--- src/rtl/tdcvd_pkg.sv ---
// Package: shared constants, types and segment functions of the display driver.
`default_nettype none

package tdcvd_pkg;

  localparam int unsigned AdcWidthDefault = 16;
  localparam int unsigned ScaleMul        = 33;
  localparam logic [6:0]  CounterMax      = 7'd99;
  localparam logic [3:0]  NumDigits       = 4'd10;

  localparam logic [7:0] SegTable [10] = '{
    8'h7E, 8'h0C, 8'hB6, 8'h9E, 8'hCC, 8'hDA, 8'hFA, 8'h0E, 8'hFE, 8'hCE
  };

  typedef struct packed {
    logic [3:0] hi_digit;
    logic [3:0] lo_digit;
    logic       point;
  } digits_t;

  function automatic logic [7:0] seg_of(input logic [3:0] digit);
    logic [7:0] pat;
    pat = 8'h00;
    if (digit < NumDigits) begin
      pat = SegTable[digit];
    end
    return pat;
  endfunction

  function automatic logic [8:0] remap_low(input logic [7:0] pat);
    return {pat[7], pat[6], 1'b0, pat[5:0]};
  endfunction

  function automatic logic [3:0] div10(input logic [6:0] v);
    logic [14:0] prod;
    prod = {8'd0, v} * 15'd205;
    return prod[14:11];
  endfunction

  function automatic logic [3:0] mod10(input logic [6:0] v);
    logic [6:0] tens;
    logic [6:0] rem;
    tens = {3'd0, div10(v)} * 7'd10;
    rem  = v - tens;
    return rem[3:0];
  endfunction

endpackage

`default_nettype wire

--- src/rtl/tdcvd_step.sv ---
// State update and digit extraction: point toggle, counter step, sample scaling.
`default_nettype none

module tdcvd_step #(
  parameter int unsigned AdcWidth = tdcvd_pkg::AdcWidthDefault
) (
  input  logic                clk_i,
  input  logic                rst_ni,
  input  logic                en_i,
  input  logic                mode_i,
  input  logic                dir_i,
  input  logic [15:0]         sample_i,
  output tdcvd_pkg::digits_t  digits_o
);

  localparam int unsigned ProdWidth = AdcWidth + 6;

  logic [6:0]           counter_q, counter_d;
  logic                 point_q, point_d;
  logic [AdcWidth-1:0]  sample;
  logic [ProdWidth-1:0] prod;
  logic [5:0]           scaled;
  logic [6:0]           counter_step;
  logic [6:0]           shown;

  assign sample = sample_i[AdcWidth-1:0];
  assign prod   = {6'd0, sample} * ProdWidth'(tdcvd_pkg::ScaleMul);
  assign scaled = prod[ProdWidth-1:AdcWidth];

  always_comb begin
    if (dir_i) begin
      counter_step = (counter_q >= tdcvd_pkg::CounterMax) ? 7'd0 : counter_q + 7'd1;
    end else begin
      counter_step = (counter_q == 7'd0) ? tdcvd_pkg::CounterMax : counter_q - 7'd1;
    end
  end

  assign counter_d = mode_i ? counter_step : counter_q;
  assign point_d   = ~point_q;
  assign shown     = mode_i ? counter_step : {1'b0, scaled};

  assign digits_o.hi_digit = tdcvd_pkg::div10(shown);
  assign digits_o.lo_digit = tdcvd_pkg::mod10(shown);
  assign digits_o.point    = point_d;

  always_ff @(posedge clk_i or negedge rst_ni) begin
    if (!rst_ni) begin
      counter_q <= 7'd0;
      point_q   <= 1'b0;
    end else if (en_i) begin
      counter_q <= counter_d;
      point_q   <= point_d;
    end
  end

endmodule

`default_nettype wire

--- src/rtl/tdcvd_seg.sv ---
// Seven-segment encoder: digit patterns, low-digit remap and decimal point.
`default_nettype none

module tdcvd_seg (
  input  tdcvd_pkg::digits_t digits_i,
  output logic [7:0]         high_seg_o,
  output logic [8:0]         low_seg_o
);

  logic [7:0] low_pat;

  assign high_seg_o = tdcvd_pkg::seg_of(digits_i.hi_digit);
  assign low_pat    = tdcvd_pkg::seg_of(digits_i.lo_digit);
  assign low_seg_o  = tdcvd_pkg::remap_low(low_pat) | {8'd0, digits_i.point};

endmodule

`default_nettype wire

--- src/rtl/two_digit_counter_voltmeter_display.sv ---
// Top level: input register, digit logic, segment encoder and result register.
// An accepted item waits in the input register; its result is captured in the result register once the output is free.
// Throughput: one item per cycle while the output is not stalled; the single logic pass sits between two registers.
// Input stays ready while a result waits, as long as the input register is free.
// Reset clears both valid flags, the counter and the decimal-point toggle.
`default_nettype none

module two_digit_counter_voltmeter_display #(
  parameter int unsigned AdcWidth = tdcvd_pkg::AdcWidthDefault
) (
  input  logic        clk_i,
  input  logic        rst_ni,
  input  logic        in_valid_i,
  output logic        in_ready_o,
  input  logic        mode_pin_i,
  input  logic        direction_pin_i,
  input  logic [15:0] adc_sample_i,
  output logic        out_valid_o,
  input  logic        out_ready_i,
  output logic [7:0]  high_digit_segments_o,
  output logic [8:0]  low_digit_segments_o
);

  logic               in_valid_q, in_valid_d;
  logic               mode_q, dir_q;
  logic [15:0]        sample_q;
  logic               out_valid_q, out_valid_d;
  logic [7:0]         high_q;
  logic [8:0]         low_q;
  logic               in_take;
  logic               advance;
  tdcvd_pkg::digits_t digits;
  logic [7:0]         high_seg;
  logic [8:0]         low_seg;

  assign advance    = in_valid_q && (!out_valid_q || out_ready_i);
  assign in_ready_o = !in_valid_q || !out_valid_q || out_ready_i;
  assign in_take    = in_valid_i && in_ready_o;

  assign in_valid_d  = in_take || (in_valid_q && !advance);
  assign out_valid_d = advance || (out_valid_q && !out_ready_i);

  tdcvd_step #(
    .AdcWidth(AdcWidth)
  ) u_step (
    .clk_i    (clk_i),
    .rst_ni   (rst_ni),
    .en_i     (advance),
    .mode_i   (mode_q),
    .dir_i    (dir_q),
    .sample_i (sample_q),
    .digits_o (digits)
  );

  tdcvd_seg u_seg (
    .digits_i   (digits),
    .high_seg_o (high_seg),
    .low_seg_o  (low_seg)
  );

  always_ff @(posedge clk_i or negedge rst_ni) begin
    if (!rst_ni) begin
      in_valid_q  <= 1'b0;
      out_valid_q <= 1'b0;
    end else begin
      in_valid_q  <= in_valid_d;
      out_valid_q <= out_valid_d;
    end
  end

  always_ff @(posedge clk_i) begin
    if (in_take) begin
      mode_q   <= mode_pin_i;
      dir_q    <= direction_pin_i;
      sample_q <= adc_sample_i;
    end
    if (advance) begin
      high_q <= high_seg;
      low_q  <= low_seg;
    end
  end

  assign out_valid_o           = out_valid_q;
  assign high_digit_segments_o = high_q;
  assign low_digit_segments_o  = low_q;

endmodule

`default_nettype wire

--- config.mk ---
export PLATFORM = sky130hd
export DESIGN_NAME = two_digit_counter_voltmeter_display
export DESIGN_NICKNAME = d
export VERILOG_FILES = /design/src/rtl/tdcvd_pkg.sv /design/src/rtl/tdcvd_step.sv /design/src/rtl/tdcvd_seg.sv /design/src/rtl/two_digit_counter_voltmeter_display.sv
export SDC_FILE = /design/constraint.sdc
export NUM_CORES = 1
export LEC_CHECK = 0
export ABC_AREA = 0
export BUFFER_PORTS_ARGS = -buffer_cell sky130_fd_sc_hd__clkbuf_2
export CAP_MARGIN = 20
export CORE_MARGIN = 4
export CORE_UTILIZATION = 58
export DETAILED_ROUTE_END_ITERATION = 10
export GPL_TIMING_DRIVEN = 0
export PLACE_DENSITY = 0.79
export REMOVE_ABC_BUFFERS = 1
export SYNTH_ARGS = -nofsm -noshare
export SYNTH_HDL_FRONTEND = slang
export SYNTH_SLANG_ARGS = --single-unit
--- constraint.sdc ---
create_clock -name clk_i -period 13.1 [get_ports clk_i]
set_input_delay 1.31 -clock clk_i [delete_from_list [all_inputs] [get_ports clk_i]]
set_output_delay 1.31 -clock clk_i [all_outputs]
set_load 0.005 [all_outputs]
Yosys cells after proc, flatten, opt, wreduce, memory -nomap -nowiden
Memories as Yosys holds them, arrays and structs flattened. A register that Yosys moved wholly into a read port is not among the register bits.
Cells that the tools add are included.
{ "word_totals": {"regBits": 37, "rom_bits": 256, "inputBits": 22, "output_inout_bits": 19, "word_cells": 47, "memories": 2} }
{ "mem_list": {"columns": ["memory", "depth", "width", "rd", "rd_clocked_by_memory_dff", "wr", "line_no", "rtl"], "rows": [
  ["(no name shown)", 16, 8, 1, 0, 0, "tdcvd_pkg.sv:25", "pat = SegTable[digit];"],
  ["(no name shown)", 16, 8, 1, 1, 0, "tdcvd_pkg.sv:25", null]
]} }
{ "op_classes": {"addsub": 3, "mul": 3, "order_cmp": 4, "muxes": 7, "n_bitwise": 4, "reduce_logical": 16} }
{ "ops": {"columns": ["cell", "n"], "rows": [
  ["$mux 7", 4],
  ["$mux 8", 3],
  ["$mul 16x6->22 const B", 1],
  ["$mul 7x8->15 const B", 1],
  ["$not 4->5", 2],
  ["$or 9x1->9", 1],
  ["$lt 4x4->1 const B", 2],
  ["$add 7x1->7 const B", 1],
  ["$ge 7x7->1 const B", 1],
  ["$logic_not 7->1", 1],
  ["$sub 7x1->7 const B", 1],
  ["$ge 5x5->1 const B", 1],
  ["$logic_not 1->1", 5],
  ["$logic_or 1x1->1", 5],
  ["$logic_and 1x1->1", 4],
  ["$mul 4x3->3 const B", 1],
  ["$sub 4x4->4", 1],
  ["$reduce_and 2->1", 1],
  ["$not 1->1", 1]
]} }

Logic depth before layout (Yosys ltp)
{ "depth": {"ltp_word": 13, "depth_mapped": 32, "mapped_depth_nobuf": 31} }

Hierarchy
A second synthesis with hierarchy kept.
{ "unflattened": {"hier_cells": 361, "area_unflattened_um2": 3867.5} }
{ "by_module_without_submodules": {"columns": ["mod", "n_inst", "cells_per_inst", "area_each_um2", "seq_area_each_um2"], "rows": [
  ["tdcvd_step", 1, 255, 2284.7, 200.2],
  ["two_digit_counter_voltmeter_display", 1, 43, 1154.9, 1101.1],
  ["tdcvd_seg", 1, 63, 427.9, 0.0]
]} }

Worst setup path after synthesis
OpenSTA, ideal clock, no wires.
{ "synth_timing": {"kind": "register to register", "startpoint": "register sample_q[9]", "endpoint": "register low_q[4] (netlist: low_digit_segments_o[4]), data pin", "setup_time_ns": 0.268, "arrival_ns": 7.563, "required_ns": 12.832, "slack_ns": 5.269, "stages_incl_launch_ff": 32, "n_path_buf": 1, "synth_period_minus_slack_ns": 7.831, "path_cell_list": "edfxtp_1 > ha_1 > ha_1 > ha_1 > a2111oi_0 > o21ai_0 > a211oi_1 > o21bai_1 > and3_1 > xnor2_1 > o21ai_0 > ha_1 > inv_1 > fa_1 > inv_1 > ha_1 > fa_1 > ha_1 > a21o_1 > a21o_1 > a211o_1 > a21o_1 > nand2b_1 > xnor2_1 > clkinv_1 > xnor2_1 > ha_1 > a21oi_1 > xnor3_1 > buf_6 > nand3b_1 > o311ai_1"} }
{ "synth_between": {"elab_chain_cells": 11, "elab_cells_between_ends": 12, "classes_between": "1 x add/sub; 3 x mul; 1 x order compare; 4 x mux; 2 x bitwise; 1 x memory"} }
{ "synth_rtl": {"columns": ["element", "line_no", "rtl"], "rows": [
  ["start, declared", "two_digit_counter_voltmeter_display.sv:26", "logic [15:0] sample_q;"],
  ["start signal, assigned", "two_digit_counter_voltmeter_display.sv:75", "sample_q <= adc_sample_i;"],
  ["$mul 16x6->22 (*)", "tdcvd_step.sv:27", "assign prod = {6'd0, sample} * ProdWidth'(tdcvd_pkg::ScaleMul);"],
  ["$mux 7 (*)", "tdcvd_step.sv:40", "assign shown = mode_i ? counter_step : {1'b0, scaled};"],
  ["$mul 7x8->15", "tdcvd_pkg.sv:36", "prod = {8'd0, v} * 15'd205;"],
  ["$mul 4x3->3", "tdcvd_pkg.sv:43", "tens = {3'd0, div10(v)} * 7'd10;"],
  ["$sub 4x4->4 (*)", "tdcvd_pkg.sv:44", "rem = v - tens;"],
  ["$not 4->5 (not written as such)", "tdcvd_pkg.sv:25", null],
  ["$mem_v2 16x8", null, null],
  ["$mux 8 (not written as such) (2 in a row)", "tdcvd_pkg.sv:25", null],
  ["$mux 8 (*)", "tdcvd_pkg.sv:24", "if (digit < NumDigits) begin"],
  ["$or 9x1->9 (*)", "tdcvd_seg.sv:14", "assign low_seg_o = tdcvd_pkg::remap_low(low_pat) | {8'd0, digits_i.point};"],
  ["end signal, assigned", "two_digit_counter_voltmeter_display.sv:79", "low_q <= low_seg;"],
  ["end, declared", "two_digit_counter_voltmeter_display.sv:29", "logic [8:0] low_q;"]
]} }
Mark *: on every way between the ends. The rest lies on a longest branch, timed or not. The select of a mux whose other input is x is not followed.
A chain may end at the register's enable or synchronous reset.

Worst setup path in the final report
Same ends and word-level chain as after synthesis.

==> out/metrics.yaml <==
grt_first_pass_wirelength_um: 13900
grt_usage_pct: 20.1
slowest_stage: "xnor3_1"
vias: 3144
r2r_end: "low_digit_segments_o[4]"
met1_usage_pct: 26.3
dp_hpwl_um: 6070
synth_seq_cells: 43
critPathRequiredTime_ps: 13220
async_flop_share_pct: 23.3
final_common_cell: "ha_1"
drc: 0
cpMostUsedCell: "ha_1"
cts.hold.buffers_added: 0
critPathMaxStageDelay_ps: 580
synth_top_family_by_area: "adder cells"
setup.worst_path.start: "sample_q[9]"
period_needed_ps: 8870
wirelength_um: 7730
slew-limit-headroom_pct: 40.1
layout-drive-gt1-share_pct: 13.9
first_pass_iters: 4
dpl_cell_area_um2: 4330
use_met3_pct: 3.53
worstPathMaxFanout: 12
cp-endpoint: "low_digit_segments_o[4]"
worstHoldPathCells: 1
cts-htree-levels: 2
start_kind: "flip-flop"
yosys_warnings: 0
ios: 41
hold_viol: 0
drt_iter0_drc: 162
rsz0062_at_grt: "no"
insertion_delay_ps: 310
endpoint_kind: "flip-flop"
fillers: 557
fin_nets: 554
final_cell_area_um2: 4420
ys_seq_area_share_pct: 30.2
synth_top_flop_cell: "edfxtp_1"
die_y_um: 92.1
cts_setup_buffers: 0
synth.top_cell.area_share_pct: 24.4
die_w_um: 92.1
ctsResizeCount: 0
synth_area_leader_cell: "ha_1"
synth_fa_ha_area_share_pct: 28.3
setup_viol: 0
overflow: 0
outcome: "complete, no violations"
synth_edf_count: 33
ctsLongestPathBuffers: 2
cts_root_buf: "clkbuf_8"
worstPathArrival_ps: 8990
antenna_found_initial: 0
netlist_area_um2: 4110
synth_compound_area_share_pct: 16.2
worstMarginPinSlew_ps: 893
rows: 30
period_share_pct: 67.7
layout_common_cells: "ha_1, clkbuf_2, edfxtp_1"
ys_types: 66
grt_max_degree: 20
place.gp.congestion: 0.883
use_met2_pct: 33.5
hp-class: "flip-flop to flip-flop"
areaGrowthSynthToFinish_pct: 7.68
max_freq_ghz: 0.113
yosys.area_share.simple_pct: 13.8
cts_buffers: 5
core-area_um2: 6830
routedWlPerCell_um: 14.3
synth.avg_cell_area_um2: 9.94
slew_viol_final: 0
path_class: "flip-flop to flip-flop"
synth_cells: 413
clkSlewWorstSetupHoldPaths_ps: 90
viasPerCell: 5.81
clock_sink_count: 43
portBuffers: 38
grt_pass1_vias: 3056
top_usage_layer: "met2"
max_cap_viol_count: 0
antenna_left: 0
finalSetupTns_ps: 0
muxShareOfSynthArea_pct: 3.17
synth_xor_area_share_pct: 3.11
synth_area_leaders: "ha_1, edfxtp_1, dfrtp_1"
tritoncts: "done"
worstReg2RegStart: "sample_q[9]"
start_util_pct: 60.1
rrSetupSlack_ps: 4230
diodes: 0
reg2reg_depth: 29
dieArea_um2: 8490
finClkSkew_ps: 12.6
state kept, by name, indices dropped and copies added, names as in the netlist:
name                   count
high_digit_segments_o      7
sample_q                  16
in_valid_q                 1
low_digit_segments_o       8
u_step.counter_q           7
u_step.point_q             1
out_valid_o                1
mode_q                     1
dir_q                      1
area by class of cell:
type	instances	area, µm²	area share [%]
Multi-Input combinational cell	323	2660	60.1
Clock buffer	5	68.8	1.56
Clock inverter	3	20.0	0.453
Tap cell	96	120	2.72
Timing Repair Buffer	38	190	4.30
Sequential cell	43	1240	28.1
Inverter	33	124	2.80
layer usage:
layer / wire, µm / up-vias
met5: 0 / -
met4: 142 / 0
met3: 429 / 15
met2: 3650 / 94
met1: 3510 / 1464
li1: - / 1571
synthesized netlist by cell type, types with 6 or more instances:
cell and n:
a21o_1 8, ha_1 80, nand2_1 25, mux2i_1 7, nand3_1 10, dfrtp_1 10, a21oi_1 21, clkbuf_1 7
inv_1 32, nor2_1 31, fa_1 8, nand2b_1 8, xnor2_1 9, o21ai_0 20, and2_1 6, edfxtp_1 33
worst min path at each step:
| stage | startpoint | end | slack [ps] |
|---|---|---|---|
| final | in_valid_q | out_valid_o | 510 |
| after global routing | in_valid_q | out_valid_o | 540 |
| after CTS | in_valid_q | out_valid_o | 510 |
| after detailed placement | in_valid_q | out_valid_o | 490 |
| after global placement | in_valid_q | out_valid_o | 470 |
| after floorplan | in_valid_q | out_valid_o | 450 |
critical path, delay by kind of cell, from the launching register on:
family                     cells  cell delay, ps
buffers and inverters          3             500
DFF                            1             400
adders and majority gates      9            2910
and+or+nand+nor                2             460
AOI/OAI and AO/OA             11            2990
xor gates and xnor gates       4            1430
kinds of logic after synthesis:
logic type	count (synthesis)
fa+ha+maj	88
simple gates	112
buf+inv	48
xor+xnor	13
mux	12
other cells	1
flops	43
compound gates	96
per-stage QoR:
stage	setup WS, ps	util (%)	cells	hold slack [ps]
6_report	4230	64.7	541	506
5_1_grt	3520	64.7	541	539
4_1_cts	4200	64.7	541	513
3_5_place_dp	4250	63.4	533	486
3_3_place_gp	4390	63.4	533	472
2_1_floorplan	5240	-	399	449
Power is left out: the tool's default activity adds up to more than one toggle a clock period on the data nets, which glitch-free logic cannot reach.
